### src/rtl/rkrl_pkg.sv
// ----------------------------------------------------------------------------
// rkrl_pkg
// Shared constants and controller/datapath interface types for the
// recent key repeat limiter.
// ----------------------------------------------------------------------------
package rkrl_pkg;

  localparam int unsigned WindowDepthDef = 128;

  localparam int unsigned KeyW    = 32;
  localparam int unsigned CfgW    = 8;
  localparam int unsigned CfgIdxW = 8;
  localparam int unsigned CountW  = 8;

  localparam logic [CfgW-1:0] WindowSizeRst = 8'd100;
  localparam logic [CfgW-1:0] DupLimitRst   = 8'd30;

  // register indexes
  localparam logic [CfgIdxW-1:0] RegWindowSize = 8'd0;
  localparam logic [CfgIdxW-1:0] RegDupLimit   = 8'd1;

  // item kinds
  localparam logic KindCheck  = 1'b0;
  localparam logic KindRecord = 1'b1;

  typedef struct packed {
    logic take_item;
    logic rd_issue;
    logic out_load;
  } rkrl_cmd_t;

  typedef struct packed {
    logic win_empty;
    logic scan_last;
    logic out_free;
  } rkrl_sts_t;

endpackage

### src/rtl/rkrl_ctrl.sv
// ----------------------------------------------------------------------------
// rkrl_ctrl
// Sequencer: takes a word, runs the history scan for a check and hands the
// result to the output register.
// ----------------------------------------------------------------------------
module rkrl_ctrl import rkrl_pkg::*; (
  input  logic      clk_i,
  input  logic      rst_ni,
  input  logic      in_valid_i,
  input  logic      in_kind_i,
  output logic      in_ready_o,
  input  rkrl_sts_t sts_i,
  output rkrl_cmd_t cmd_o
);

  localparam logic [1:0] StIdle   = 2'd0;
  localparam logic [1:0] StScan   = 2'd1;
  localparam logic [1:0] StDrain  = 2'd2;
  localparam logic [1:0] StFinish = 2'd3;

  logic [1:0] state_q, state_d;

  always_comb begin
    state_d         = state_q;
    in_ready_o      = 1'b0;
    cmd_o.take_item = 1'b0;
    cmd_o.rd_issue  = 1'b0;
    cmd_o.out_load  = 1'b0;
    case (state_q)
      StIdle: begin
        in_ready_o = 1'b1;
        if (in_valid_i) begin
          cmd_o.take_item = 1'b1;
          if (in_kind_i == KindRecord || sts_i.win_empty) begin
            state_d = StFinish;
          end else begin
            state_d = StScan;
          end
        end
      end
      StScan: begin
        cmd_o.rd_issue = 1'b1;
        if (sts_i.scan_last) begin
          state_d = StDrain;
        end
      end
      // last read word is compared here
      StDrain: begin
        state_d = StFinish;
      end
      StFinish: begin
        if (sts_i.out_free) begin
          cmd_o.out_load = 1'b1;
          state_d        = StIdle;
        end
      end
      default: begin
        state_d = StIdle;
      end
    endcase
  end

  always_ff @(posedge clk_i or negedge rst_ni) begin
    if (!rst_ni) begin
      state_q <= StIdle;
    end else begin
      state_q <= state_d;
    end
  end

endmodule

### src/rtl/rkrl_dp.sv
// ----------------------------------------------------------------------------
// rkrl_dp
// Datapath: configuration registers, history ring memory, ring pointers,
// match counter and output register.
// ----------------------------------------------------------------------------
module rkrl_dp import rkrl_pkg::*; #(
  parameter int unsigned WindowDepth = WindowDepthDef
) (
  input  logic               clk_i,
  input  logic               rst_ni,
  input  logic               cfg_valid_i,
  input  logic [CfgIdxW-1:0] cfg_index_i,
  input  logic [CfgW-1:0]    cfg_data_i,
  input  logic               in_kind_i,
  input  logic [KeyW-1:0]    in_key_i,
  output logic               out_valid_o,
  input  logic               out_ready_i,
  output logic               out_discard_o,
  output logic [CountW-1:0]  out_match_count_o,
  input  rkrl_cmd_t          cmd_i,
  output rkrl_sts_t          sts_o
);

  localparam int unsigned SlotW = $clog2(WindowDepth);
  localparam int unsigned OccW  = $clog2(WindowDepth + 1);
  localparam int unsigned CmpW  = (OccW > CfgW) ? OccW : CfgW;
  localparam logic [SlotW-1:0] LastSlot = SlotW'(WindowDepth - 1);
  localparam logic [CmpW-1:0]  DepthCmp = CmpW'(WindowDepth);
  localparam logic [CmpW-1:0]  CountMax = CmpW'({CountW{1'b1}});

  logic [CfgW-1:0]   win_size_q, dup_limit_q;
  logic [OccW-1:0]   occ_q;
  logic [SlotW-1:0]  wr_slot_q;
  logic [SlotW-1:0]  rd_ptr_q;
  logic [OccW-1:0]   remain_q;
  logic [KeyW-1:0]   key_q;
  logic [KeyW-1:0]   rd_data_q;
  logic              rd_vld_q;
  logic [OccW-1:0]   count_q;
  logic              out_valid_q;
  logic              out_discard_q;
  logic [CountW-1:0] out_count_q;

  logic [KeyW-1:0]   hist_mem [WindowDepth];

  logic [CmpW-1:0]   eff_size;
  logic [CmpW-1:0]   ws_ext;
  logic [CmpW-1:0]   cnt_ext;
  logic              occ_below;
  logic              rec_take;
  logic              chk_take;
  logic [SlotW-1:0]  wr_slot_inc;
  logic [SlotW-1:0]  wr_slot_dec;
  logic [SlotW-1:0]  rd_ptr_dec;

  assign ws_ext  = CmpW'(win_size_q);
  assign cnt_ext = CmpW'(count_q);

  always_comb begin
    if (win_size_q == '0) begin
      eff_size = CmpW'(1);
    end else if (ws_ext > DepthCmp) begin
      eff_size = DepthCmp;
    end else begin
      eff_size = ws_ext;
    end
  end

  assign occ_below   = CmpW'(occ_q) < eff_size;
  assign rec_take    = cmd_i.take_item && (in_kind_i == KindRecord);
  assign chk_take    = cmd_i.take_item && (in_kind_i == KindCheck);
  assign wr_slot_inc = (wr_slot_q == LastSlot) ? '0 : wr_slot_q + 1'b1;
  assign wr_slot_dec = (wr_slot_q == '0) ? LastSlot : wr_slot_q - 1'b1;
  assign rd_ptr_dec  = (rd_ptr_q == '0) ? LastSlot : rd_ptr_q - 1'b1;

  assign sts_o.win_empty = (occ_q == '0);
  assign sts_o.scan_last = (remain_q == OccW'(1));
  assign sts_o.out_free  = !out_valid_q || out_ready_i;

  // configuration
  always_ff @(posedge clk_i or negedge rst_ni) begin
    if (!rst_ni) begin
      win_size_q  <= WindowSizeRst;
      dup_limit_q <= DupLimitRst;
    end else if (cfg_valid_i) begin
      if (cfg_index_i == RegWindowSize) begin
        win_size_q <= cfg_data_i;
      end else if (cfg_index_i == RegDupLimit) begin
        dup_limit_q <= cfg_data_i;
      end
    end
  end

  // history ring
  always_ff @(posedge clk_i) begin
    if (rec_take) begin
      hist_mem[wr_slot_q] <= in_key_i;
    end
    if (cmd_i.rd_issue) begin
      rd_data_q <= hist_mem[rd_ptr_q];
    end
  end

  always_ff @(posedge clk_i or negedge rst_ni) begin
    if (!rst_ni) begin
      occ_q     <= '0;
      wr_slot_q <= '0;
    end else if (rec_take) begin
      wr_slot_q <= wr_slot_inc;
      if (occ_below) begin
        occ_q <= occ_q + 1'b1;
      end
    end
  end

  // scan walks back from the newest word, the count never passes occupancy
  always_ff @(posedge clk_i or negedge rst_ni) begin
    if (!rst_ni) begin
      rd_ptr_q <= '0;
      remain_q <= '0;
      rd_vld_q <= 1'b0;
      count_q  <= '0;
    end else begin
      rd_vld_q <= cmd_i.rd_issue;
      if (chk_take) begin
        rd_ptr_q <= wr_slot_dec;
        remain_q <= occ_q;
      end else if (cmd_i.rd_issue) begin
        rd_ptr_q <= rd_ptr_dec;
        remain_q <= remain_q - 1'b1;
      end
      if (cmd_i.take_item) begin
        count_q <= '0;
      end else if (rd_vld_q && (rd_data_q == key_q)) begin
        count_q <= count_q + 1'b1;
      end
    end
  end

  always_ff @(posedge clk_i) begin
    if (chk_take) begin
      key_q <= in_key_i;
    end
  end

  // output register, count is zero for a record word
  always_ff @(posedge clk_i or negedge rst_ni) begin
    if (!rst_ni) begin
      out_valid_q <= 1'b0;
    end else if (cmd_i.out_load) begin
      out_valid_q <= 1'b1;
    end else if (out_ready_i) begin
      out_valid_q <= 1'b0;
    end
  end

  // discard uses the full count, the reported count saturates
  always_ff @(posedge clk_i) begin
    if (cmd_i.out_load) begin
      out_discard_q <= (win_size_q > dup_limit_q) && (cnt_ext > CmpW'(dup_limit_q));
      out_count_q   <= (cnt_ext > CountMax) ? '1 : CountW'(cnt_ext);
    end
  end

  assign out_valid_o       = out_valid_q;
  assign out_discard_o     = out_discard_q;
  assign out_match_count_o = out_count_q;

endmodule

### src/rtl/recent_key_repeat_limiter.sv
// ----------------------------------------------------------------------------
// recent_key_repeat_limiter
// Sliding window repeat limiter over recently recorded 32-bit keys.
// ----------------------------------------------------------------------------
// Input channel (in_valid_i/in_ready_o) carries a kind and a key. A record
// word appends the key to the history ring; a check word counts the ring
// entries equal to its key and flags discard when the count is above
// dup_limit while window_size is above dup_limit. Every input word gives
// exactly one output word on out_valid_o/out_ready_i.
// A record goes straight to the finish state, where its result is loaded
// into the output register once that is free. A check first runs a scan
// state that reads one history word per cycle from the single-port ring
// memory, newest first, one word per occupied entry, then a drain state
// for the last compare, then finish; a check on an empty window skips both.
// One word is in flight at a time.
// The output register holds a finished word, so a new input word is taken
// while it waits; a word that finishes before the receiver drains the
// register waits in place and holds off further input.
// Configuration writes (cfg_valid_i/cfg_ready_o) are always taken; index 0
// is window_size, index 1 dup_limit, other indexes are ignored.
// Reset empties the window and loads window_size 100 and dup_limit 30.
// ----------------------------------------------------------------------------
module recent_key_repeat_limiter import rkrl_pkg::*; #(
  parameter int unsigned WindowDepth = WindowDepthDef
) (
  input  logic               clk_i,
  input  logic               rst_ni,
  input  logic               cfg_valid_i,
  output logic               cfg_ready_o,
  input  logic [CfgIdxW-1:0] cfg_index_i,
  input  logic [CfgW-1:0]    cfg_data_i,
  input  logic               in_valid_i,
  output logic               in_ready_o,
  input  logic               in_kind_i,
  input  logic [KeyW-1:0]    in_key_i,
  output logic               out_valid_o,
  input  logic               out_ready_i,
  output logic               out_discard_o,
  output logic [CountW-1:0]  out_match_count_o
);

  rkrl_cmd_t cmd;
  rkrl_sts_t sts;

  assign cfg_ready_o = 1'b1;

  rkrl_ctrl u_ctrl (
    .clk_i      (clk_i),
    .rst_ni     (rst_ni),
    .in_valid_i (in_valid_i),
    .in_kind_i  (in_kind_i),
    .in_ready_o (in_ready_o),
    .sts_i      (sts),
    .cmd_o      (cmd)
  );

  rkrl_dp #(
    .WindowDepth (WindowDepth)
  ) u_dp (
    .clk_i             (clk_i),
    .rst_ni            (rst_ni),
    .cfg_valid_i       (cfg_valid_i),
    .cfg_index_i       (cfg_index_i),
    .cfg_data_i        (cfg_data_i),
    .in_kind_i         (in_kind_i),
    .in_key_i          (in_key_i),
    .out_valid_o       (out_valid_o),
    .out_ready_i       (out_ready_i),
    .out_discard_o     (out_discard_o),
    .out_match_count_o (out_match_count_o),
    .cmd_i             (cmd),
    .sts_o             (sts)
  );

endmodule

### config.mk
export PLATFORM = sky130hd
export DESIGN_NAME = recent_key_repeat_limiter
export DESIGN_NICKNAME = d
export VERILOG_FILES = /design/src/rtl/rkrl_pkg.sv /design/src/rtl/rkrl_ctrl.sv /design/src/rtl/rkrl_dp.sv /design/src/rtl/recent_key_repeat_limiter.sv
export SDC_FILE = /design/constraint.sdc
export NUM_CORES = 2
export LEC_CHECK = 0
export BUFFER_PORTS_ARGS = -buffer_cell sky130_fd_sc_hd__buf_2
export CAP_MARGIN = 20
export CORE_UTILIZATION = 43
export DETAILED_ROUTE_END_ITERATION = 6
export REMOVE_ABC_BUFFERS = 1
export SLEW_MARGIN = 20
export SYNTH_ARGS = -nofsm -noshare
export SYNTH_HDL_FRONTEND = slang
export SYNTH_SLANG_ARGS = --single-unit
### constraint.sdc
create_clock -name clk_i -period 4.04 [get_ports clk_i]
set_input_delay 0.202 -clock clk_i [delete_from_list [all_inputs] [get_ports clk_i]]
set_output_delay 0.202 -clock clk_i [all_outputs]
set_load 0.01 [all_outputs]
==> run metrics <==
most common cell in the netlist edfxtp_1; DP HPWL 285000 um; synth-to-layout area growth 15.7%; clock-pin slew on the worst setup and hold paths roughly 0.07 ns; gr usage total 25.7%; Post-DP Area roughly 180000 um2; area leader, netlist edfxtp_1; RSZ-0062 raised after global routing no; die width ~620 um; pre-CTS WS -0.155 ns; Clock Skew between 0.05 and 0.06 ns; Setup violations, final 0; largest net degree at the start of global routing 130; Clock Sinks between 4000 and 5000; share of layout cells above drive strength 1 approximately a quarter; reg2reg end u_dp.rd_data_q[5]$_DFFE_PP_; cell count after synthesis 7665; Yosys cell types 83; Slew Limit Fails 0; Initial Utilization 43.3%; vias in the first global route 84800; post-synth top area share between 70 and 80%; Clock Path Buffers 4; Worst Slack Setup Final just under 0.1 ns; Clock Latency Late Sink 1.00 ns; status completed; Critical Path AT about 4.6 ns; worst vdd ir 0.398 mV; Starting DRT DRC Count around 13000; nets about 8500; Hold Crit Class in -> reg; First-pass DRT Iterations 6; reg2reg start u_dp.rd_ptr_q[0]$_DFFE_PN0P_; min Tclk post-route 3.94 ns; fillcell total 30100; synth cell count leaders 4169 x edfxtp_1, 886 x mux4_2, 451 x mux2i_1; Pwr Density 462 nW/um2; wire per inst 36.3 um; Mapped Area roughly 160000 um2; max FFs per register 4096; Synth Area per Inst approximately 21 um2; die footprint 384000 um2; setup slack, reg-to-reg 0.1 ns; r2r worst-path depth 9; CP endpoint kind register; Seq/Total Area, Yosys a little under 80%; post-route cell area between 150000 and 200000 um2; Setup crit end u_dp.rd_data_q[5]$_DFFE_PP_; I/O pin total between 60 and 70; non-filler cells in the finished layout between 10000 and 15000; Async SR Flop Fraction about 1.4%; first-pass GRT wire length 685000 um; CP Launch Point u_dp.rd_ptr_q[0]$_DFFE_PN0P_; CTS Buf Count 422; Rows between 200 and 250; #FFs+latches synth 4227; Max Fanout on Critical Path 40; TritonCTS clock tree done; dpl cells around 13000; Synth warnings 0; Critical Path RT 4.74 ns; crit path launch type register; Max Freq 254 MHz; Die Ht between 600 and 700 um; Slew headroom between 10% and 20%; P_leak between 50 and 60 nW; crit path kind reg -> reg; EDFF count, synth 4169; # H-tree levels 5; period utilisation layout between 90 and 100%; initial antenna violation count 47; number of remaining DRC errors 0; CTS root buffer clkbuf_16; Vias 86200; DR vias/cell approximately 6.3; register with the most flip-flops u_dp.hist_mem; antenna-violating nets left 0; final WL around 500000 um; Core Area 379000 um2; number of port buffers between 60 and 70; Top FF cell, synth edfxtp_1; GR Overflow Total 0; Largest regs u_dp.hist_mem: 4096 flops, u_dp.key_q: 32 flops, u_dp.rd_data_q: 32 flops; GP Congestion about 0.89; ranking of synthesized cells by area edfxtp_1 76%, mux4_2 12%, mux2i_1 2.7%; Slew @ Worst Pin around 1.2 ns; Hold Vio Cnt, Final 0; Max-cap violations 0
-- worst min-delay path by stage --
stage	from	endpoint	slack (ns)	depth (start not counted)
global route	out_ready_i	u_dp.out_valid_o$_DFFE_PN0P_	0.16	4
finish	out_ready_i	u_dp.out_valid_o$_DFFE_PN0P_	0.1	4
detailed placement	rst_ni	u_dp.cnt_ext[6]$_DFFE_PN0P_	0.27	1
CTS	out_ready_i	u_dp.out_valid_o$_DFFE_PN0P_	0.01	4
global placement	rst_ni	u_dp.cnt_ext[7]$_DFFE_PN0P_	0.25	1
floorplan	rst_ni	u_ctrl.state_q[0]$_DFFE_PN0P_	-0.09	0
-- placed cells by master (no fill, tap or decap), types with 25 or more instances in the layout --
cell type      synthesis  routed
xor2_1                44      44
edfxtp_1            4169    4169
o21ai_0              111     108
mux2i_1              451     450
clkbuf_16              0     424
nor2_1               237     115
mux2_2                36      36
a31oi_1               26      25
nand3_1               84      84
clkinv_1               2     109
clkinv_2               0      69
o221ai_1             172     172
mux4_2               886     886
nand2_1              281     279
clkbuf_1             140      87
ha_1                  37      36
a21oi_1              138     138
dfrtp_1               51      44
buf_12                15     191
o22ai_1               89      88
buf_2                116      33
nor3_1                35      25
buf_4                 38     411
dlygate4sd3_1          0      64
bufinv_16              0      39
nor2_4                 0     117
-- timing repair --
item	in CTS	in global routing
endpoints found under the hold margin	1941	0
gates resized for setup	3	5
hold buffers	65	0
buffers inserted	0	0
endpoints found under the setup margin	3	3
-- critical path: stages, from the launching register on --
cell      delay (ns)
dfrtp_4         0.81
buf_12          0.33
buf_12          0.36
mux4_2          0.54
and2_1          0.20
o22a_1          0.18
a31oi_2         0.53
nor2_1          0.16
o211ai_1        0.32
o31ai_1         0.13
-- stage by stage --
| step | util (%) | hold WS (ns) | TNS [ns] | power (mW) |
|---|---|---|---|---|
| floorplan | - | -0.0936 | -1744.41 | 49.1 |
| global placement | 46.3 | 0.252 | -0.638 | 50.0 |
| detailed placement | 46.3 | 0.270 | -0.374 | 50.1 |
| CTS | 50.0 | 0.0147 | 0 | 88.2 |
| global route | 50.0 | 0.161 | 0 | 89.8 |
| finish | 50.0 | 0.0982 | 0 | 87.8 |
-- where the power goes --
part	total [mW]	switching (mW)	internal [mW]
clock network	38.6	16.8	21.8
registers	48.2	0.00818	48.2
logic	1.01	0.870	0.140
total	87.8	17.7	70.1
-- cell type report --
cell class                 count  area (um2)  area share [%]
sequential                  4227      127000            66.7
multi-input combinational   2974       35600            18.7
clock buffer                 511       10900            5.76
timing repair buffer         703        7810            4.11
tap                         5016        6280            3.30
clock inverter               251        2510            1.32
inverter                      32         143          0.0751
antenna                        7        17.5         0.00922
-- cells by family (layout without fill, tap and decap cells) --
group / Yosys count / after routing / share of synthesized area (%)
xor gates and xnor gates: 58 / 58 / 0.309
muxes: 1378 / 1378 / 15.2
and+or+nand+nor: 759 / 759 / 2.02
other: 1 / 8 / 0.00228
AOI/OAI and AO/OA: 741 / 741 / 3.17
buffers and inverters: 464 / 1497 / 1.87
adders and majority gates: 37 / 37 / 0.282
DFF: 4227 / 4227 / 77.1
-- routing by layer --
layer / up-vias / global-route usage (%) / wire [um] / share of wire [%]
met1: 46300 / 36.4 / 194000 / 39
met5: - / 0 / 71 / 0.014
met4: 12 / 9.03 / 19600 / 3.9
met3: 846 / 4.81 / 52900 / 11
li1: 33700 / - / - / -
met2: 5398 / 40.2 / 231000 / 46
Power figures use the tool's default switching activity.
